**config.mk**
```make
export PLATFORM = sky130hd
export DESIGN_NAME = autofocus_sweep_sequencer_top
export DESIGN_NICKNAME = d
export VERILOG_FILES = /design/src/afs_pkg.sv /design/src/autofocus_sweep_sequencer_top.sv /design/src/afs_dpath.sv /design/src/afs_ctrl.sv
export SDC_FILE = /design/constraint.sdc
export NUM_CORES = 1
export LEC_CHECK = 0
export ABC_CLOCK_PERIOD_IN_PS = 7650
export BUFFER_PORTS_ARGS = -buffer_cell sky130_fd_sc_hd__buf_2
export CAP_MARGIN = 25
export CORE_MARGIN = 10
export CORE_UTILIZATION = 43
export DETAILED_ROUTE_END_ITERATION = 12
export HOLD_SLACK_MARGIN = 0.03
export PLACE_DENSITY = 0.66
export SETUP_SLACK_MARGIN = 0.4
export SLEW_MARGIN = 25
export SYNTH_ARGS = -nofsm -noshare
export SYNTH_HDL_FRONTEND = slang
export SYNTH_HIERARCHICAL = 1
export SYNTH_SLANG_ARGS = --single-unit
```
**constraint.sdc**
```tcl
create_clock -name i_clk -period 7.65 [get_ports i_clk]
set_clock_uncertainty 0.1 [all_clocks]
set_input_delay 1.1475 -clock i_clk [delete_from_list [all_inputs] [get_ports i_clk]]
set_output_delay 1.1475 -clock i_clk [all_outputs]
set_load 0.1 [all_outputs]
```
**src/afs_pkg.sv**
```systemverilog
// Shared types, codes and constants of the autofocus sweep sequencer.
`default_nettype none

package afs_pkg;

    // Fixed field widths.
    localparam int REQ_W    = 3;
    localparam int HFR_W    = 15;
    localparam int CMD_W    = 3;
    localparam int TGT_W    = 20;
    localparam int EXP_W    = 7;
    localparam int POS_W    = 19;
    localparam int STEP_W   = 7;
    localparam int FRAME_W  = 7;
    localparam int START_W  = 17;
    localparam int SIZE_W   = 11;
    localparam int BLASH_W  = 10;
    localparam int CFG_IDX_W = 3;
    localparam int CFG_DAT_W = 17;

    // HFR fixed point format and the 99.0 start value, saturated to 15 bits.
    localparam int HFR_FRACTION_BITS = 8;
    localparam int HFR_INIT_RAW      = 99 << HFR_FRACTION_BITS;
    localparam logic [HFR_W-1:0] HFR_INIT =
        (HFR_INIT_RAW > ((1 << HFR_W) - 1)) ? {HFR_W{1'b1}} : HFR_W'(HFR_INIT_RAW);

    // Running mean divider: dividend is (n-1)*mean + hfr.
    localparam int DIV_W     = FRAME_W + HFR_W + 1;
    localparam int DIV_CNT_W = $clog2(DIV_W + 1);

    // Configuration register indexes.
    localparam logic [CFG_IDX_W-1:0] CFG_START_POSITION   = 3'd0;
    localparam logic [CFG_IDX_W-1:0] CFG_STEP_SIZE        = 3'd1;
    localparam logic [CFG_IDX_W-1:0] CFG_SWEEP_STEPS      = 3'd2;
    localparam logic [CFG_IDX_W-1:0] CFG_FRAMES_PER_STEP  = 3'd3;
    localparam logic [CFG_IDX_W-1:0] CFG_EXPOSURE_SECONDS = 3'd4;
    localparam logic [CFG_IDX_W-1:0] CFG_BACKLASH         = 3'd5;

    // Configuration reset values.
    localparam logic [START_W-1:0] RST_START_POSITION   = '0;
    localparam logic [SIZE_W-1:0]  RST_STEP_SIZE        = 11'd100;
    localparam logic [STEP_W-1:0]  RST_SWEEP_STEPS      = '0;
    localparam logic [FRAME_W-1:0] RST_FRAMES_PER_STEP  = 7'd1;
    localparam logic [EXP_W-1:0]   RST_EXPOSURE_SECONDS = 7'd1;
    localparam logic [BLASH_W-1:0] RST_BACKLASH         = '0;

    typedef enum logic [REQ_W-1:0] {
        REQ_START       = 3'd0,
        REQ_ABORT       = 3'd1,
        REQ_RESET_DONE  = 3'd2,
        REQ_REACHED     = 3'd3,
        REQ_IMAGE       = 3'd4
    } t_req;

    typedef enum logic [CMD_W-1:0] {
        CMD_NONE     = 3'd0,
        CMD_RESET    = 3'd1,
        CMD_MOVE     = 3'd2,
        CMD_EXPOSE   = 3'd3,
        CMD_FINISHED = 3'd4,
        CMD_ABORTED  = 3'd5
    } t_cmd;

    // Which position a move command targets.
    typedef enum logic [2:0] {
        TGT_NONE,
        TGT_BELOW_START,
        TGT_START,
        TGT_LOWEST,
        TGT_NEXT,
        TGT_BELOW_LOWEST
    } t_tgt_sel;

    typedef struct packed {
        logic [REQ_W-1:0] req_type;
        logic [HFR_W-1:0] hfr;
    } t_in_item;

    typedef struct packed {
        logic [CMD_W-1:0]        command;
        logic signed [TGT_W-1:0] target_position;
        logic [EXP_W-1:0]        exposure_time;
        logic [HFR_W-1:0]        average_hfr;
        logic [POS_W-1:0]        best_position;
        logic [HFR_W-1:0]        best_hfr;
        logic [STEP_W-1:0]       step_index;
        logic [FRAME_W-1:0]      frame_index;
    } t_out_item;

    typedef struct packed {
        logic [START_W-1:0] start_position;
        logic [SIZE_W-1:0]  step_size;
        logic [STEP_W-1:0]  sweep_steps;
        logic [FRAME_W-1:0] frames_per_step;
        logic [EXP_W-1:0]   exposure_seconds;
        logic [BLASH_W-1:0] backlash;
    } t_cfg;

    // Controller to datapath commands.
    typedef struct packed {
        logic     load;
        logic     prep;
        logic     div_go;
        logic     commit;
        t_cmd     cmd;
        t_tgt_sel tgt;
        logic     clr_start;
        logic     clr_frame;
        logic     upd_mean;
        logic     upd_best;
        logic     inc_step;
    } t_dp_cmd;

    // Datapath to controller status.
    typedef struct packed {
        logic [REQ_W-1:0] req;
        logic             div_busy;
        logic             fc_less;
        logic             new_lower;
        logic             more_steps;
        logic             out_busy;
    } t_dp_status;

endpackage

`default_nettype wire

```
**src/autofocus_sweep_sequencer_top.sv**
```systemverilog
// Top level of the autofocus sweep sequencer: configuration registers and unit hookup.
// Sequencing: each accepted event passes through prepare and commit and gives one result
//   transfer; an image event while frames are being averaged also passes through the
//   23-step restoring divider that forms the running mean.
// Events are taken one at a time: a new event is stalled until the last one has committed.
// Reset: i_rst_n is synchronous and active low; it idles the sweep and loads all
//   configuration registers and sweep state with their documented reset values.
`default_nettype none

module autofocus_sweep_sequencer_top
    import afs_pkg::*;
(
    input  wire logic                  i_clk,
    input  wire logic                  i_rst_n,

    // Event input channel.
    input  wire logic                  i_in_valid,
    output logic                       o_in_stall,
    input  wire t_in_item              i_in_data,

    // Command result channel.
    output logic                       o_out_valid,
    input  wire logic                  i_out_stall,
    output t_out_item                  o_out_data,

    // Configuration write channel.
    input  wire logic                  i_cfg_valid,
    output logic                       o_cfg_ready,
    input  wire logic [CFG_IDX_W-1:0]  i_cfg_index,
    input  wire logic [CFG_DAT_W-1:0]  i_cfg_data
);

    t_cfg       r_cfg;
    t_dp_cmd    dp_cmd;
    t_dp_status dp_status;

    // Configuration writes are always taken; the registers are read live by the
    // datapath, so a write between events takes effect on the next event.
    assign o_cfg_ready = 1'b1;

    always_ff @(posedge i_clk) begin
        if (!i_rst_n) begin
            r_cfg.start_position   <= RST_START_POSITION;
            r_cfg.step_size        <= RST_STEP_SIZE;
            r_cfg.sweep_steps      <= RST_SWEEP_STEPS;
            r_cfg.frames_per_step  <= RST_FRAMES_PER_STEP;
            r_cfg.exposure_seconds <= RST_EXPOSURE_SECONDS;
            r_cfg.backlash         <= RST_BACKLASH;
        end else if (i_cfg_valid && o_cfg_ready) begin
            // Each register keeps only its own width; unknown indexes are dropped.
            case (i_cfg_index)
                CFG_START_POSITION:   r_cfg.start_position   <= i_cfg_data[START_W-1:0];
                CFG_STEP_SIZE:        r_cfg.step_size        <= i_cfg_data[SIZE_W-1:0];
                CFG_SWEEP_STEPS:      r_cfg.sweep_steps      <= i_cfg_data[STEP_W-1:0];
                CFG_FRAMES_PER_STEP:  r_cfg.frames_per_step  <= i_cfg_data[FRAME_W-1:0];
                CFG_EXPOSURE_SECONDS: r_cfg.exposure_seconds <= i_cfg_data[EXP_W-1:0];
                CFG_BACKLASH:         r_cfg.backlash         <= i_cfg_data[BLASH_W-1:0];
                default: begin
                end
            endcase
        end
    end

    // The controller walks each event through prepare, optional divide and commit,
    // and keeps the sweep phase. The commit waits while the result register still
    // holds an untaken transfer, so no result is ever overwritten.
    afs_ctrl u_ctrl (
        .i_clk      (i_clk),
        .i_rst_n    (i_rst_n),
        .i_in_valid (i_in_valid),
        .o_in_stall (o_in_stall),
        .i_status   (dp_status),
        .o_cmd      (dp_cmd)
    );

    // The datapath holds the sweep state, works out positions and the running
    // mean, and drives the registered result transfer.
    afs_dpath u_dpath (
        .i_clk       (i_clk),
        .i_rst_n     (i_rst_n),
        .i_cmd       (dp_cmd),
        .o_status    (dp_status),
        .i_cfg       (r_cfg),
        .i_in_data   (i_in_data),
        .i_out_stall (i_out_stall),
        .o_out_valid (o_out_valid),
        .o_out_data  (o_out_data)
    );

endmodule

`default_nettype wire

```
**src/afs_dpath.sv**
```systemverilog
// Datapath: sweep state, position arithmetic, running mean divider and result register.
`default_nettype none

module afs_dpath
    import afs_pkg::*;
(
    input  wire logic       i_clk,
    input  wire logic       i_rst_n,
    input  wire t_dp_cmd    i_cmd,
    output t_dp_status      o_status,
    input  wire t_cfg       i_cfg,
    input  wire t_in_item   i_in_data,
    input  wire logic       i_out_stall,
    output logic            o_out_valid,
    output t_out_item       o_out_data
);

    // Captured event.
    logic [REQ_W-1:0]   r_req;
    logic [HFR_W-1:0]   r_hfr;

    // Architectural sweep state.
    logic [STEP_W-1:0]  r_step,       n_step;
    logic [FRAME_W-1:0] r_fc,         n_fc;
    logic [HFR_W-1:0]   r_mean,       n_mean;
    logic [HFR_W-1:0]   r_lowest_hfr, n_lowest_hfr;
    logic [POS_W-1:0]   r_lowest_pos, n_lowest_pos;

    // Working registers filled in the prepare cycle.
    logic [POS_W-1:0]   r_pos;
    logic [FRAME_W-1:0] r_fc_new;

    // Restoring divider.
    logic [DIV_W-1:0]     r_div_num;
    logic [FRAME_W-1:0]   r_div_rem;
    logic [FRAME_W-1:0]   r_div_d;
    logic [DIV_CNT_W-1:0] r_div_cnt;

    logic                 r_out_valid;
    t_out_item            r_out;

    logic [FRAME_W-1:0]   fc_inc;
    logic [FRAME_W-1:0]   fc_new;
    logic [FRAME_W-1:0]   fc_prev;
    logic [DIV_W-1:0]     dividend;
    logic [POS_W-1:0]     pos_now;
    logic [FRAME_W:0]     rem_sh;
    logic                 q_bit;
    logic [FRAME_W-1:0]   frames;
    logic [HFR_W-1:0]     mean_new;
    logic [TGT_W-1:0]     target;

    // Prepare cycle: one small multiply and add for each operand.
    always_comb begin
        fc_inc   = r_fc + FRAME_W'(1);
        fc_new   = (fc_inc == '0) ? FRAME_W'(1) : fc_inc;
        fc_prev  = fc_new - FRAME_W'(1);
        dividend = DIV_W'(fc_prev * r_mean) + DIV_W'(r_hfr);
        pos_now  = POS_W'(i_cfg.start_position) + POS_W'(r_step * i_cfg.step_size);
    end

    // One quotient bit a cycle.
    always_comb begin
        rem_sh = {r_div_rem, r_div_num[DIV_W-1]};
        q_bit  = (rem_sh >= {1'b0, r_div_d});
    end

    assign frames   = (i_cfg.frames_per_step == '0) ? FRAME_W'(1) : i_cfg.frames_per_step;
    assign mean_new = r_div_num[HFR_W-1:0];

    // Next architectural state at commit.
    always_comb begin
        n_step       = r_step;
        n_fc         = r_fc;
        n_mean       = r_mean;
        n_lowest_hfr = r_lowest_hfr;
        n_lowest_pos = r_lowest_pos;
        if (i_cmd.clr_start) begin
            n_step       = '0;
            n_lowest_hfr = HFR_INIT;
            n_lowest_pos = POS_W'(i_cfg.start_position);
        end
        if (i_cmd.inc_step) begin
            n_step = r_step + STEP_W'(1);
        end
        if (i_cmd.clr_frame) begin
            n_fc   = '0;
            n_mean = HFR_INIT;
        end
        if (i_cmd.upd_mean) begin
            n_fc   = r_fc_new;
            n_mean = mean_new;
        end
        if (i_cmd.upd_best) begin
            n_lowest_hfr = mean_new;
            n_lowest_pos = r_pos;
        end
    end

    always_comb begin
        case (i_cmd.tgt)
            TGT_BELOW_START:
                target = TGT_W'(i_cfg.start_position) - TGT_W'(i_cfg.backlash);
            TGT_START:
                target = TGT_W'(i_cfg.start_position);
            TGT_LOWEST:
                target = TGT_W'(r_lowest_pos);
            TGT_NEXT:
                target = TGT_W'(r_pos) + TGT_W'(i_cfg.step_size);
            TGT_BELOW_LOWEST:
                target = TGT_W'(n_lowest_pos) - TGT_W'(i_cfg.backlash);
            default:
                target = '0;
        endcase
    end

    always_ff @(posedge i_clk) begin
        if (!i_rst_n) begin
            r_step       <= '0;
            r_fc         <= '0;
            r_mean       <= HFR_INIT;
            r_lowest_hfr <= HFR_INIT;
            r_lowest_pos <= '0;
            r_div_cnt    <= '0;
            r_out_valid  <= 1'b0;
        end else begin
            if (i_cmd.prep && i_cmd.div_go) begin
                r_div_cnt <= DIV_CNT_W'(DIV_W);
            end else if (r_div_cnt != '0) begin
                r_div_cnt <= r_div_cnt - DIV_CNT_W'(1);
            end
            if (i_cmd.commit) begin
                r_step       <= n_step;
                r_fc         <= n_fc;
                r_mean       <= n_mean;
                r_lowest_hfr <= n_lowest_hfr;
                r_lowest_pos <= n_lowest_pos;
                r_out_valid  <= 1'b1;
            end else if (!i_out_stall) begin
                r_out_valid <= 1'b0;
            end
        end
    end

    always_ff @(posedge i_clk) begin
        if (i_cmd.load) begin
            r_req <= i_in_data.req_type;
            r_hfr <= i_in_data.hfr;
        end
        if (i_cmd.prep) begin
            r_pos     <= pos_now;
            r_fc_new  <= fc_new;
            r_div_num <= dividend;
            r_div_rem <= '0;
            r_div_d   <= fc_new;
        end else if (r_div_cnt != '0) begin
            r_div_num <= {r_div_num[DIV_W-2:0], q_bit};
            r_div_rem <= q_bit ? FRAME_W'(rem_sh - {1'b0, r_div_d}) : rem_sh[FRAME_W-1:0];
        end
        if (i_cmd.commit) begin
            r_out.command         <= i_cmd.cmd;
            r_out.target_position <= (i_cmd.cmd == CMD_MOVE) ? target : '0;
            r_out.exposure_time   <= (i_cmd.cmd == CMD_EXPOSE) ? i_cfg.exposure_seconds : '0;
            r_out.average_hfr     <= n_mean;
            r_out.best_position   <= n_lowest_pos;
            r_out.best_hfr        <= n_lowest_hfr;
            r_out.step_index      <= n_step;
            r_out.frame_index     <= n_fc;
        end
    end

    always_comb begin
        o_status.req        = r_req;
        o_status.div_busy   = (r_div_cnt != '0);
        o_status.fc_less    = (r_fc_new < frames);
        o_status.new_lower  = (mean_new < r_lowest_hfr);
        o_status.more_steps = (r_step < i_cfg.sweep_steps);
        o_status.out_busy   = r_out_valid && i_out_stall;
    end

    assign o_out_valid = r_out_valid;
    assign o_out_data  = r_out;

`ifndef SYNTHESIS
    a_commit_sets_valid: assert property (@(posedge i_clk) disable iff (!i_rst_n)
        i_cmd.commit |=> r_out_valid)
        else $error("result register not loaded after commit");

    a_divisor_nonzero: assert property (@(posedge i_clk) disable iff (!i_rst_n)
        (r_div_cnt != '0) |-> (r_div_d != '0))
        else $error("divider running with zero divisor");
`endif

endmodule

`default_nettype wire

```
**src/afs_ctrl.sv**
```systemverilog
// Controller: event sequencing and sweep phase state machine.
`default_nettype none

module afs_ctrl
    import afs_pkg::*;
(
    input  wire logic       i_clk,
    input  wire logic       i_rst_n,
    input  wire logic       i_in_valid,
    output logic            o_in_stall,
    input  wire t_dp_status i_status,
    output t_dp_cmd         o_cmd
);

    typedef enum logic [1:0] {
        S_IDLE,
        S_PREP,
        S_DIV,
        S_COMMIT
    } t_state;

    typedef enum logic [3:0] {
        PH_IDLE,
        PH_WAIT_RESET,
        PH_WAIT_PRE_START,
        PH_WAIT_START,
        PH_WAIT_FRAME,
        PH_WAIT_NEXT,
        PH_WAIT_PRE_BEST,
        PH_WAIT_BEST,
        PH_WAIT_FINAL
    } t_phase;

    t_state  r_state, n_state;
    t_phase  r_phase, n_phase;
    logic    accept;
    logic    averaging;

    assign o_in_stall = (r_state != S_IDLE);
    assign accept     = i_in_valid && (r_state == S_IDLE);
    assign averaging  = (i_status.req == REQ_IMAGE) && (r_phase == PH_WAIT_FRAME);

    always_comb begin
        n_state       = r_state;
        n_phase       = r_phase;
        o_cmd         = '0;
        o_cmd.cmd     = CMD_NONE;
        o_cmd.tgt     = TGT_NONE;
        o_cmd.load    = accept;
        case (r_state)
            S_IDLE: begin
                if (accept) begin
                    n_state = S_PREP;
                end
            end
            S_PREP: begin
                o_cmd.prep   = 1'b1;
                o_cmd.div_go = averaging;
                n_state      = averaging ? S_DIV : S_COMMIT;
            end
            S_DIV: begin
                if (!i_status.div_busy) begin
                    n_state = S_COMMIT;
                end
            end
            S_COMMIT: begin
                if (!i_status.out_busy) begin
                    o_cmd.commit = 1'b1;
                    n_state      = S_IDLE;
                    case (i_status.req)
                        REQ_START: begin
                            o_cmd.clr_start = 1'b1;
                            o_cmd.cmd       = CMD_RESET;
                            n_phase         = PH_WAIT_RESET;
                        end
                        REQ_ABORT: begin
                            if (r_phase != PH_IDLE) begin
                                o_cmd.cmd = CMD_ABORTED;
                                n_phase   = PH_IDLE;
                            end
                        end
                        REQ_RESET_DONE: begin
                            if (r_phase == PH_WAIT_RESET) begin
                                o_cmd.cmd = CMD_MOVE;
                                o_cmd.tgt = TGT_BELOW_START;
                                n_phase   = PH_WAIT_PRE_START;
                            end
                        end
                        REQ_REACHED: begin
                            if (r_phase == PH_WAIT_PRE_START) begin
                                o_cmd.cmd = CMD_MOVE;
                                o_cmd.tgt = TGT_START;
                                n_phase   = PH_WAIT_START;
                            end else if (r_phase == PH_WAIT_START
                                         || r_phase == PH_WAIT_NEXT) begin
                                o_cmd.clr_frame = 1'b1;
                                o_cmd.cmd       = CMD_EXPOSE;
                                n_phase         = PH_WAIT_FRAME;
                            end else if (r_phase == PH_WAIT_PRE_BEST) begin
                                o_cmd.cmd = CMD_MOVE;
                                o_cmd.tgt = TGT_LOWEST;
                                n_phase   = PH_WAIT_BEST;
                            end else if (r_phase == PH_WAIT_BEST) begin
                                o_cmd.cmd = CMD_EXPOSE;
                                n_phase   = PH_WAIT_FINAL;
                            end
                        end
                        REQ_IMAGE: begin
                            if (r_phase == PH_WAIT_FRAME) begin
                                o_cmd.upd_mean = 1'b1;
                                if (i_status.fc_less) begin
                                    o_cmd.cmd = CMD_EXPOSE;
                                end else begin
                                    o_cmd.upd_best = i_status.new_lower;
                                    o_cmd.cmd      = CMD_MOVE;
                                    if (i_status.more_steps) begin
                                        o_cmd.inc_step = 1'b1;
                                        o_cmd.tgt      = TGT_NEXT;
                                        n_phase        = PH_WAIT_NEXT;
                                    end else begin
                                        o_cmd.tgt = TGT_BELOW_LOWEST;
                                        n_phase   = PH_WAIT_PRE_BEST;
                                    end
                                end
                            end else if (r_phase == PH_WAIT_FINAL) begin
                                o_cmd.cmd = CMD_FINISHED;
                                n_phase   = PH_IDLE;
                            end
                        end
                        default: begin
                        end
                    endcase
                end
            end
            default: begin
                n_state = S_IDLE;
            end
        endcase
    end

    always_ff @(posedge i_clk) begin
        if (!i_rst_n) begin
            r_state <= S_IDLE;
            r_phase <= PH_IDLE;
        end else begin
            r_state <= n_state;
            r_phase <= n_phase;
        end
    end

`ifndef SYNTHESIS
    a_accept_to_prep: assert property (@(posedge i_clk) disable iff (!i_rst_n)
        accept |=> (r_state == S_PREP))
        else $error("accepted event did not enter prepare");

    a_phase_only_on_commit: assert property (@(posedge i_clk) disable iff (!i_rst_n)
        !o_cmd.commit |=> $stable(r_phase))
        else $error("sweep phase changed outside commit");

    a_div_holds: assert property (@(posedge i_clk) disable iff (!i_rst_n)
        (r_state == S_DIV && i_status.div_busy) |=> (r_state == S_DIV))
        else $error("left divide before the quotient was complete");
`endif

endmodule

`default_nettype wire
```
=== After elaboration in Yosys (flattened, before gate mapping) ===
Cells that the tools add are included.

* Add/subtract/negate cells: 10
* Multiply operators: 2
* Divide/modulo/power cells: 0
* $lt $le $gt $ge: 4
* Equality and inequality tests: 36
* Shifts and indexed selects: 0
* Multiplexer cells: 63
* Bitwise operators: 2
* Reductions and logical operators: 25

{| class="wikitable"
|+ Operators by type and width
! cell !! number
|-
| one-hot mux 20 bit (5 select lines) || 1
|-
| two-way mux 15 bit || 4
|-
| two-way mux 7 bit || 7
|-
| two-way mux 23 bit || 2
|-
| two-way mux 19 bit || 2
|-
| two-way mux 4 bit || 9
|-
| two-way mux 3 bit || 10
|-
| equality test 3 x 2 -> 1 bit (second input constant) || 8
|-
| two-way mux 12 bit || 2
|-
| adder 22 x 15 -> 23 bit || 1
|-
| multiplier 7 x 15 -> 22 bit || 1
|-
| adder 19 x 11 -> 20 bit || 1
|-
| one-hot mux 4 bit (5 select lines) || 1
|-
| subtractor 19 x 10 -> 20 bit || 1
|-
| adder 17 x 18 -> 19 bit || 1
|-
| multiplier 7 x 11 -> 18 bit || 1
|-
| subtractor 17 x 10 -> 18 bit || 1
|-
| equality test 4 x 3 -> 1 bit (second input constant) || 4
|-
| two-way mux 2 bit || 8
|-
| equality test 3 bit (second input constant) || 5
|-
| < comparator 15 bit || 1
|-
| two-way mux 5 bit || 3
|-
| one-hot mux 3 bit (5 select lines) || 1
|-
| adder 7 x 1 -> 7 bit (second input constant) || 2
|-
| 32 further kinds || 65
|}

* Bits in registers: 301
* Latch bits: 0
* Bits in writable memories: 0
* ROM bits: 0
* Bits of input ports: 43
* Output and inout bits: 96
* Word-level logic and storage cells: 172
* Memories kept: 0

=== Depth between registers and ports, before layout ===
Gate-level depths: netlist of run 1.

* Depth after elaboration: 12
* Mapped depth: 29
* Mapped depth without buffers: 27

=== Modules after synthesis ===
The synthesis of run 1 kept the hierarchy.

{| class="wikitable"
|+ Modules (own cells, without submodules)
! module !! instances !! cells each !! area an instance (um^2) !! sequential area each (um^2)
|-
| afs_dpath || 1 || 1988 || 19419.9 || 6326.1
|-
| autofocus_sweep_sequencer_top || 1 || 222 || 2272.2 || 1181.1
|-
| afs_ctrl || 1 || 107 || 834.6 || 120.1
|}

=== Worst setup path before layout of run 1 ===
No wires, ideal clock.

* Kind: flip-flop to flip-flop
* Start: register u_dpath.r_fc[1]
* End: register u_dpath.r_div_num[19] (data pin)
* Setup time: 0.260 ns
* Data arrival time: 6.576 ns
* Required time: 7.290 ns
* Setup slack: 0.714 ns
* Cell stages (with the launch flop): 28
* Path buffers: 2
* Clock period less this slack: 6.936 ns
* Cell sequence: dfxtp_1 -> ha_1 -> nand3_1 -> xnor2_1 -> nor3_1 -> nor2b_4 -> a21oi_4 -> clkbuf_1 -> ha_1 -> nand2_1 -> xnor2_1 -> clkbuf_1 -> nand2_1 -> fa_1 -> fa_1 -> inv_1 -> fa_1 -> inv_1 -> fa_1 -> inv_1 -> ha_1 -> or3_1 -> o311ai_1 -> a21oi_1 -> a41oi_1 -> a21boi_0 -> xor2_1 -> mux2_2

* Longest elaborated chain between the ends: 7

{| class="wikitable"
|+ Ends and longest elaborated chain
! item !! RTL line !! source
|-
| start, declared || afs_dpath.sv:24 || <nowiki>logic [FRAME_W-1:0] r_fc, n_fc;</nowiki>
|-
| start signal, assigned || afs_dpath.sv:134 || <nowiki>r_fc <= n_fc;</nowiki>
|-
| adder 7 x 1 -> 7 bit (*) || afs_dpath.sv:55 || <nowiki>fc_inc = r_fc + FRAME_W'(1);</nowiki>
|-
| logical NOT 7 bit || afs_dpath.sv:56 || <nowiki>fc_new = (fc_inc == '0) ? FRAME_W'(1) : fc_inc;</nowiki>
|-
| two-way mux 7 bit (*) || afs_dpath.sv:56 ||
|-
| named net u_dpath.fc_new[4] || afs_dpath.sv:43 || <nowiki>logic [FRAME_W-1:0] fc_new;</nowiki>
|-
| subtractor 7 x 1 -> 7 bit (*) || afs_dpath.sv:57 || <nowiki>fc_prev = fc_new - FRAME_W'(1);</nowiki>
|-
| multiplier 7 x 15 -> 22 bit (*) || afs_dpath.sv:58 || <nowiki>dividend = DIV_W'(fc_prev * r_mean) + DIV_W'(r_hfr);</nowiki>
|-
| adder 22 x 15 -> 23 bit (*) || afs_dpath.sv:58 ||
|-
| two-way mux 23 bit (*) || afs_dpath.sv:150 || <nowiki>if (i_cmd.prep) begin</nowiki>
|-
| end signal, assigned || afs_dpath.sv:153 || <nowiki>r_div_num <= dividend;</nowiki>
|-
| end signal, assigned || afs_dpath.sv:157 || <nowiki>r_div_num <= {r_div_num[DIV_W-2:0], q_bit};</nowiki>
|-
| end, declared || afs_dpath.sv:34 || <nowiki>logic [DIV_W-1:0] r_div_num;</nowiki>
|}

Mark *: on every way through the listed nets, which the timed path passes. The rest lies on a longest branch.
A chain may end at the register's enable or synchronous reset.

=== Final worst setup path of run 1 ===
Ends and elaborated chain as after synthesis.

==> impl_results.md, run 1 <==
* Largest net degree at the start of global routing at 82
* Crit-path max FO at 15
* Hold WC Path Type: reg2reg
* I/O Buffers at 137
* Initial antenna violation count at 1
* Ys async rst share at 0%
* DR pass1 iterations at 5
* WP data required at 7.87 ns
* Slew Viols, Final at 0
* # setup viols final at 0
* Worst slew margin at 38.25%
* Largest area contributor in the netlist: edfxtp_1
* I/O pins at 139
* Leakage at 11.05 nW
* Mapped cell area at 22530 sq um
* Final ANT Viol Nets at 0
* Area contributors post-synth: edfxtp_1 (21%), fa_1 (13%), dfxtp_1 (13%), ha_1 (8.8%), mux2i_1 (5.2%)
* TNS Setup at 0 ns
* Clock transition at the registers of the reported paths at 0.06 ns
* Total gr overflow at 0
* Clk_lat worst skew at 0.57 ns
* Fmax at 144.2 MHz
* Design Power at 6.971 mW
* Synthesized net count at 2662
* PD cells at 276.7 nW/um^2
* Routability congestion estimate at 0.8660
* Vias in the first global route at 17220
* Layout cell share with drive strength beyond 1 at 13.37%
* Core area at 51610 sq um
* Mean post-synth cell area at 9.722 sq um
* Outcome: finished clean
* Crit. End Element: register
* Htree depth at 2
* Count leader, synth: nand2_1
* WS Path Type: reg2reg
* RSZ-0062 raised after global routing: false
* Root buffer cell: clkbuf_16
* Cts bufs inserted at 37
* Worst-Margin Slew at 0.9212 ns
* Yosys reg bits at 301
* Residual DRC count at 0
* CTS Hold Bufs at 0
* Cells after Synth at 2317
* Vias per cell at 5.357
* Clk sinks at 301
* Worst Setup Start Kind: register
* Die H at 248.9 um
* Post-synth EDFFs at 160
* CTS tree: built
* Ys flop type: edfxtp_1
* Drt first-iter violations at 1144
* Die width at 248.9 um
* Area grow syn2layout at 11.84%
* Layout Utilization at 48.81%
* # rows at 83
* Synth warnings at 6
* Post-layout net count at 2769
* Peak VDD IR at 0.1675 mV
* Top-area cell type share of the netlist area at 21.33%
* Final Hold Fails at 0
* Routed WL per cell at 18.63 um
* Global Route Usage Sum at 18.53%
* First-pass GRT wire length at 94410 um
* Starting Density at 43.65%
* Fin crit share at 90.67%
* Antenna Cells at 0
* HPWL after DPL at 43910 um
* CTS Buffer Depth at 3
* Register area share after synthesis at 33.86%
* Minimum clock period at 6.936 ns
* Post-synth top cells: nand2_1 (284), inv_1 (273), edfxtp_1 (160), ha_1 (159), fa_1 (143)
* Post-synth cell types at 92
* Vias at 16780
* Max cap viols at 0
* Final wirelength at 58350 um
* Critical Path AT at 7.15 ns
* Full die area at 61940 sq um
## area by class of cell
cell class                      count  area [sq um]
Sequential cell                   301          7627
Fill cell                        4704         26420
Clock inverter                     22         229.0
Multi-Input combinational cell   1648         13560
Tap cell                          680         850.8
Timing Repair Buffer              163         890.9
Clock buffer                       46          1011
Inverter                          273          1030
## logic make-up (layout without fill, tap and decap cells)
| kind of cell | count (synthesis) | in the layout | synth area share (%) |
|---|---|---|---|
| muxes | 137 | 137 | 6.199 |
| AOI/OAI and AO/OA | 378 | 378 | 11.63 |
| and+or+nand+nor | 746 | 746 | 16.86 |
| xor gates and xnor gates | 84 | 84 | 3.399 |
| adders and majority gates | 302 | 302 | 21.54 |
| other | 1 | 1 | 0.01665 |
| buffers and inverters | 368 | 504 | 6.499 |
| DFF | 301 | 301 | 33.86 |
## metal layers
layer	global-route usage [%]	wire [um]	up-vias
met3	2.535	2445	101
met4	6.565	1649	0
met5	0	0	-
met2	32.14	28770	403
met1	23.11	25490	8232
li1	-	-	8047
## report_power, final
part | internal [mW] | switching, mW | total, mW
logic | 1.04 | 1.79 | 2.83
clock network | 1.05 | 0.728 | 1.78
registers | 2.08 | 0.275 | 2.36
total | 4.18 | 2.79 | 6.97
## sequential cells by signal, summed over array words and instances, names as in the netlist, 7 cells and up
register and flops:
r_cfg 59, u_dpath/o_out_data 93, u_dpath/r_div_d 7, u_dpath/r_div_num 23
u_dpath/r_div_rem 7, u_dpath/r_fc 7, u_dpath/r_hfr 15, u_dpath/r_lowest_hfr 15
u_dpath/r_lowest_pos 19, u_dpath/r_mean 15, u_dpath/r_pos 19, u_dpath/r_step 7
## repair_timing
item	CTS	global route
endpoints found under the setup margin	5	5
gates resized for setup	2	11
buffers inserted	0	1
## per-stage QoR
step / cells / hold slack (ns) / worst slack (ns) / cell area [sq um]
floorplan: 2317 / 0.3339 / 0.7142 / 22530
global placement: 3064 / 0.3469 / 0.4076 / 23860
detailed placement: 3064 / 0.3524 / 0.2078 / 23860
CTS: 3132 / 0.3598 / 0.4912 / 25120
global route: 3133 / 0.3709 / 0.3895 / 25190
finish: 3133 / 0.3556 / 0.7135 / 25190
## critical path, stage by stage, from the launching register on
cell	delay [ns]
dfxtp_1	0.39
ha_1	0.25
nand2_1	0.08
nor2_1	0.17
xor2_2	0.20
nor2_1	0.11
a21oi_4	0.17
ha_1	0.21
nand2_1	0.11
xnor2_2	0.49
nand2_1	0.16
fa_1	0.48
fa_1	0.54
inv_1	0.05
fa_1	0.53
inv_1	0.05
fa_1	0.52
inv_1	0.04
ha_1	0.23
or3_1	0.47
o311ai_2	0.29
a21oi_1	0.18
a41oi_2	0.28
a21boi_0	0.14
xor2_1	0.16
mux2_2	0.26
## placed cells by master (no fill, tap or decap), types with 24 or more instances in the layout
| cell | netlist | layout |
|---|---|---|
| nand2_1 | 284 | 284 |
| inv_1 | 273 | 272 |
| edfxtp_1 | 160 | 160 |
| ha_1 | 159 | 158 |
| fa_1 | 143 | 143 |
| dfxtp_1 | 141 | 141 |
| buf_2 | 10 | 136 |
| mux2i_1 | 117 | 117 |
| and2_1 | 113 | 111 |
| nor2_1 | 86 | 85 |
| o21ai_0 | 79 | 79 |
| a21oi_1 | 77 | 76 |
| xnor2_1 | 59 | 56 |
| nor2b_1 | 49 | 49 |
| nand2b_1 | 49 | 49 |
| o211a_1 | 39 | 39 |
| clkbuf_16 | 0 | 38 |
| nand3_1 | 30 | 30 |
| or2_2 | 30 | 30 |
| buf_4 | 6 | 25 |
| a21o_1 | 24 | 24 |
## worst paths after layout
kind,startpoint,to,slack [ns],depth (start not counted)
worst max-delay path,u_dpath/r_fc[1],u_dpath/r_div_num[19],0.71,25
worst min-delay path,r_cfg[13],r_cfg[13],0.36,2
worst max register to register,u_dpath/r_fc[1],u_dpath/r_div_num[19],0.71,25
worst min register to register,r_cfg[13],r_cfg[13],0.36,2
No activity file was read; power rests on OpenSTA's default activity.
==> run 2: changes to the inputs <==
--- a/config.mk
+++ b/config.mk
@@ -7,8 +7,7 @@
 export LEC_CHECK = 0
 export ABC_CLOCK_PERIOD_IN_PS = 7650
 export BUFFER_PORTS_ARGS = -buffer_cell sky130_fd_sc_hd__buf_2
-export CAP_MARGIN = 25
-export CORE_MARGIN = 10
+export CAP_MARGIN = 20
 export CORE_UTILIZATION = 43
 export DETAILED_ROUTE_END_ITERATION = 12
 export HOLD_SLACK_MARGIN = 0.03
==> run 2 against run 1 <==
Net effect:
- cell area down 0.57%
- die area shrank 14%
- sequential share of layout area grew 0.17 points
- highest routed layer is now met5
- sequential power about the same
- register-to-register slack got worse by 0.03 ns
- final cell count fell by 0.26%
- critical path depth stayed put
- first-iteration DRC count increased by 7.7%
- critical endpoint is now u_dpath/r_div_num[20]
- count of clock-buffer cells in the layout did not move
- power decreased by 1.5%
- via count increased by 1.1%
==> impl_results.md, run 2 (synthesis results as in run 1) <==
* Outcome: finished clean
* Crit. End Element: register
* WS Path Type: reg2reg
* Full die area at 53310 sq um (-14%)
* Leakage at 10.97 nW (-0.72%)
* Max reg flops at 93 (unchanged)
* Htree depth at 2 (unchanged)
* Core area at 51510 sq um (-0.20%)
* Worst Setup Start Kind: register
* Clk sinks at 301 (unchanged)
* Net Sw Frac at 40.43% (+0.37 points)
* Int Pwr at 4.092 mW (-2.1%)
* Worst-Margin Slew at 1.017 ns (+0.09600 ns)
* # rows at 83 (unchanged)
* Commonest non-fill, non-tap cell in the layout: nand2_1
* Starting Density at 43.73% (+0.088 points)
* I/O Buffers at 137 (unchanged)
* Global Route Usage Sum at 22.00% (+3.5 points)
* Slew Viols, Final at 0 (unchanged)
* Sequential share of power at 34.2% (+0.4 points)
* Initial antenna violation count at 1 (unchanged)
* Worst slew margin at 32.19% (-6.1 points)
* Final wirelength at 58400 um (about the same)
* Fin crit share at 91.03% (+0.35 points)
* Most frequent cells in the layout: nand2_1 (284), inv_1 (272), edfxtp_1 (160), ha_1 (156), fa_1 (143)
* Layout cell share with drive strength beyond 1 at 12.92% (-0.45 points)
* Antenna Cells at 0 (unchanged)
* Fmax at 143.6 MHz (-0.39%)
* Die width at 230.9 um (-7.2%)
* Largest net degree at the start of global routing at 98 (+20%)
* Final ANT Viol Nets at 0 (unchanged)
* TNS Setup at 0 ns (unchanged)
* Max cap viols at 0 (unchanged)
* Final Hold Fails at 0 (unchanged)
* Vias per cell at 5.428 (+1.3%)
* HPWL after DPL at 43140 um (-1.8%)
* Combinational power share at 41.7% (+1.0 points)
* Critical Path AT at 7.18 ns (+0.03 ns)
* Root buffer cell: clkbuf_16
* WP data required at 7.86 ns (about the same)
* # setup viols final at 0 (unchanged)
* Vias at 16960 (+1.1%)
* Cts bufs inserted at 35 (-5.4%)
* Worst hold slack at 0.3586 ns (+0.002998 ns)
* Clk_lat worst skew at 0.56 ns (about the same)
* PD cells at 274.2 nW/um^2 (-0.89%)
* Crit-path max FO at 15 (unchanged)
* CTS Buffer Depth at 3 (unchanged)
* CTS tree: built
* DP Worst Slack at 0.1846 ns (-0.02327 ns)
* Drt first-iter violations at 1232 (+7.7%)
* Total gr overflow at 0 (unchanged)
* First-pass GRT wire length at 92820 um (-1.7%)
* Clock power share at 24.1% (-1.4 points)
* Final Worst Setup Slack at 0.6865 ns (-0.02707 ns)
* Peak VDD IR at 0.1462 mV (-13%)
* Die H at 230.9 um (-7.2%)
* RSZ-0062 raised after global routing: true
* DR pass1 iterations at 7 (+2)
* Layout Utilization at 48.63% (-0.18 points)
* Vias in the first global route at 17340 (+0.71%)
* Routability congestion estimate at 0.9066 (+4.7%)
* Area grow syn2layout at 11.20%
* Minimum clock period at 6.964 ns (+0.02707 ns)
* Residual DRC count at 0 (unchanged)
* Hold WC Path Type: reg2reg
* Routed WL per cell at 18.69 um (+0.34%)
* Design Power at 6.870 mW (-1.5%)
* Clock transition at the registers of the reported paths at 0.06 ns (about the same)
* I/O pins at 139 (unchanged)
* Net Sw Power at 2.778 mW (-0.56%)
* Post-layout net count at 2763 (-0.22%)
* Fillcell total at 4842 (+2.9%)
[run 2: timing repair]
action | 4_1_cts | 5_1_grt
hold buffers | 0 | 0
gates cloned | 0 | 0
setup endpoints to repair | 5 | 7
pin swaps | 0 | 1
buffers inserted | 0 | 1
gates resized for setup | 2 | 12
[run 2: worst max-delay path: stages (launching register included)]
cell and delay, ns:
dfxtp_1 0.38, ha_2 0.25, nand2_1 0.08, nor2_1 0.20
xor2_2 0.23, nor2_1 0.10, a21oi_4 0.18, ha_1 0.24
nand2_1 0.16, xnor2_4 0.37, nand2_1 0.15, fa_1 0.52
fa_1 0.54, inv_1 0.05, fa_1 0.52, inv_1 0.05
fa_1 0.52, inv_1 0.04, ha_1 0.23, or3_1 0.45
o221ai_1 0.34, a21oi_2 0.12, or3_1 0.35, a21oi_1 0.18
xnor2_1 0.08, mux2_2 0.26
[run 2: layout make-up]
cell class,instances,area (sq um),share of cell area (%)
clock inverter,18,160.2,0.6393
timing repair buffer,159,860.8,3.436
multi-input combinational,1648,13560,54.14
sequential,301,7627,30.45
inverter,273,1030,4.111
clock buffer,46,958.4,3.826
tap,680,850.8,3.396
[run 2: worst paths after layout]
kind	depth (start not counted)	from	slack (ns)	endpoint
max reg2reg	25	u_dpath/r_fc[1]	0.69	u_dpath/r_div_num[20]
min	2	r_cfg[12]	0.36	r_cfg[12]
min reg2reg	2	r_cfg[12]	0.36	r_cfg[12]
max	25	u_dpath/r_fc[1]	0.69	u_dpath/r_div_num[20]
[run 2: per-stage QoR]
stage | area, sq um | cells
floorplan | 22530 | 2317
global placement | 23830 | 3060
detailed placement | 23830 | 3060
CTS | 24970 | 3124
global route | 25050 | 3125
finish | 25050 | 3125
[run 2: layer usage]
layer | up-vias | routed length (um) | GRT usage (%)
met3 | 115 | 2693 | 3.199
met1 | 8346 | 25440 | 27.94
met2 | 448 | 28300 | 37.63
met5 | - | 10 | 0
met4 | 2 | 1958 | 8.444
li1 | 8053 | - | -
[run 2: power by group through the flow]
stage	clock, mW	sequential, mW	combinational [mW]
after floorplan	0	2.64	1.91
after global placement	0	2.37	2.74
after detailed placement	0	2.38	2.82
after CTS	1.70	2.34	2.84
after global routing	1.75	2.38	3.18
final	1.66	2.35	2.87
==> run 3: changes to the inputs <==
--- a/config.mk
+++ b/config.mk
@@ -6,12 +6,12 @@
 export NUM_CORES = 1
 export LEC_CHECK = 0
 export ABC_CLOCK_PERIOD_IN_PS = 7650
-export BUFFER_PORTS_ARGS = -buffer_cell sky130_fd_sc_hd__buf_2
 export CAP_MARGIN = 20
 export CORE_UTILIZATION = 43
 export DETAILED_ROUTE_END_ITERATION = 12
+export DONT_BUFFER_PORTS = 1
 export HOLD_SLACK_MARGIN = 0.03
-export PLACE_DENSITY = 0.66
+export PLACE_DENSITY = 0.64
 export SETUP_SLACK_MARGIN = 0.4
 export SLEW_MARGIN = 25
 export SYNTH_ARGS = -nofsm -noshare
==> run 3 against run 2 <==
Net effect:
- flip-flop and latch count stayed put
- die area stayed put
- core utilization is 0.79 points lower
- via count fell by 2.6%
- cell area decreased by 1.6%
- fmax rose by 0.30%
- first-iteration DRC count shrank 0.16%
==> impl_results.md, run 3 (synthesis results as in run 1) <==
* Outcome: finished clean
* PD cells at 288.1 nW/um^2 (+5.1%)
* Placed inst area at 23180 sq um (-2.8%)
* HPWL after DPL at 43310 um (+0.39%)
* Global Route Usage Sum at 22.46% (+0.46 points)
* Crit-path max FO at 18 (+3)
* Core area at 51510 sq um (unchanged)
* Hold path depth at 2 (unchanged)
* Worst hold slack at 0.3560 ns (-0.002594 ns)
* Worst min-delay path endpoint: r_cfg[14]
* Drt first-iter violations at 1230 (-0.16%)
* I/O Buffers at 0 (-100%)
* Top delay family on crit path: adder cells
* CTS Buffer Depth at 3 (unchanged)
* Most frequent cells in the layout: nand2_1 (284), inv_1 (272), edfxtp_1 (160), ha_1 (156), fa_1 (143)
* # setup viols final at 0 (unchanged)
* Worst Setup Start Kind: register
* Non-filler cells, final at 3001 (-4.0%)
* Int Pwr at 4.272 mW (+4.4%)
* Flop2flop setup slack at 0.71 ns (+0.02 ns)
* Biggest cell delay along the critical path at 0.53 ns (about the same)
* CTS Hold Bufs at 0 (unchanged)
* RSZ-0062 raised after global routing: false
* Net Sw Frac at 39.83% (-0.61 points)
* Root buffer cell: clkbuf_16
* Clock power share at 27.3% (+3.2 points)
* Crit. End Element: register
* Residual DRC count at 0 (unchanged)
* CTS tree: built
* Layout cell share with drive strength beyond 1 at 8.445% (-4.5 points)
* Placed cells at 2927 (-4.3%)
* Hold WC Path Type: reg2reg
* DR pass1 iterations at 5 (-2)
* Final ANT Viol Nets at 0 (unchanged)
* Crit-path slowest cell: fa_1
* Fmax at 144.0 MHz (+0.30%)
* Worst-Margin Slew at 1.043 ns (+0.02627 ns)
* Slew Viols, Final at 0 (unchanged)
* I/O pins at 139 (unchanged)
* Reg2Reg Capture Point: u_dpath/r_div_num[19]
* Crit path top cell by count: fa_1
* Max reg flops at 93 (unchanged)
* Routed WL per cell at 19.52 um (+4.4%)
* WS Path Type: reg2reg
* TNS Setup at 0 ns (unchanged)
* Fillcell total at 4809 (-0.68%)
* Commonest non-fill, non-tap cell in the layout: nand2_1
* Total gr overflow at 0 (unchanged)
* First-pass GRT wire length at 93850 um (+1.1%)
* Antenna Cells at 0 (unchanged)
* Leakage at 10.61 nW (-3.2%)
* Critical Path AT at 7.17 ns (about the same)
* Vias per cell at 5.503 (+1.4%)
* Area grow syn2layout at 9.404%
* Max cap viols at 0 (unchanged)
* Cts bufs inserted at 39 (+11%)
* Die width at 230.9 um (unchanged)
* # rows at 83 (unchanged)
* Clock transition at the registers of the reported paths at 0.06 ns (about the same)
* Vias at 16520 (-2.6%)
* Reg2reg path depth at 26 (+4.0%)
* Full die area at 53310 sq um (unchanged)
* Final wirelength at 58580 um (+0.30%)
* Buffers & Inverters on Critical Path at 5 (+2)
* Htree depth at 2 (unchanged)
* Clk_lat worst skew at 0.57 ns (about the same)
* Initial antenna violation count at 0 (-1)
* DP Worst Slack at 0.1955 ns (+0.01097 ns)
* Sequential share of power at 38.7% (+4.5 points)
* Combinational power share at 34.0% (-7.7 points)
* Starting Density at 43.73% (unchanged)
* Final Worst Setup Slack at 0.7074 ns (+0.02088 ns)
* Minimum clock period at 6.943 ns (-0.02088 ns)
* Hold Startpoint: r_cfg[14]
* Clk sinks at 301 (unchanged)
* Post-route cell area at 24640 sq um (-1.6%)
* Fin crit share at 90.75% (-0.27 points)
* Net Sw Power at 2.828 mW (+1.8%)
* Die H at 230.9 um (unchanged)
* Post-layout net count at 2635 (-4.6%)
* Peak VDD IR at 0.1817 mV (+24%)
* Worst slew margin at 30.06% (-2.1 points)
* Largest net degree at the start of global routing at 157 (+60%)
* Vias in the first global route at 16900 (-2.5%)
* Final Hold Fails at 0 (unchanged)
* Routability congestion estimate at 0.9366 (+3.3%)
* R2r startpoint: u_dpath/r_fc[1]
* WP data required at 7.87 ns (about the same)
[run 3: cell types whose count changed in the layout (fill, tap and decap cells not counted), sizes merged]
cell      previous run  this run
buf                159        27
bufinv               2         5
clkinv              11        10
clkinvlp             4         1
inv                274       283
[run 3: final cells by class]
class	count	area [sq um]	share of cell area [%]
Inverter	273	1030	4.178
Multi-Input combinational cell	1648	13570	55.06
Timing Repair Buffer	27	210.2	0.8529
Clock buffer	46	1045	4.239
Clock inverter	26	311.5	1.264
Sequential cell	301	7627	30.95
Tap cell	680	850.8	3.452
[run 3: tightest hold or removal path, cell delays in order (launching register included)]
cell and delay (ns):
dfxtp_1 0.30, nand2_1 0.05, mux2i_1 0.06
[run 3: worst max-delay path by stage]
stage | start | to | slack (ns) | depth (start not counted)
floorplan | u_dpath/r_fc[1] | u_dpath/r_div_num[19] | 0.71 | 27
global placement | u_dpath/r_fc[1] | u_dpath/r_div_num[19] | 0.40 | 25
detailed placement | u_dpath/r_fc[1] | u_dpath/r_div_num[19] | 0.20 | 25
CTS | u_dpath/r_fc[1] | u_dpath/r_div_num[22] | 0.44 | 27
global route | u_dpath/r_fc[1] | u_dpath/r_div_num[19] | 0.38 | 26
finish | u_dpath/r_fc[1] | u_dpath/r_div_num[19] | 0.71 | 26
[run 3: per-layer routing]
metal  track usage [%]  routed length, um
met1             28.81              25490
met2             38.25              28550
met3             3.471               2682
met4             7.864               1851
met5                 0                  0
[run 3: stage by stage]
step	utilization (%)	total power [mW]
after floorplan	-	4.547
after global placement	44.97	5.068
after detailed placement	45.00	5.141
after CTS	47.66	7.124
after global routing	47.85	7.575
final	47.85	7.100
[run 3: power by group through the flow]
| stage | clock [mW] | sequential, mW | combinational [mW] |
|---|---|---|---|
| after floorplan | 0 | 2.64 | 1.91 |
| after global placement | 0 | 2.78 | 2.29 |
| after detailed placement | 0 | 2.78 | 2.36 |
| after CTS | 1.99 | 2.75 | 2.39 |
| after global routing | 2.04 | 2.79 | 2.75 |
| final | 1.94 | 2.75 | 2.41 |
[run 3: timing repair]
action,CTS,global route
setup endpoints to repair,5,7
pin swaps,0,1
setup buffers,0,2
cloned,0,0
gates resized for setup,2,13
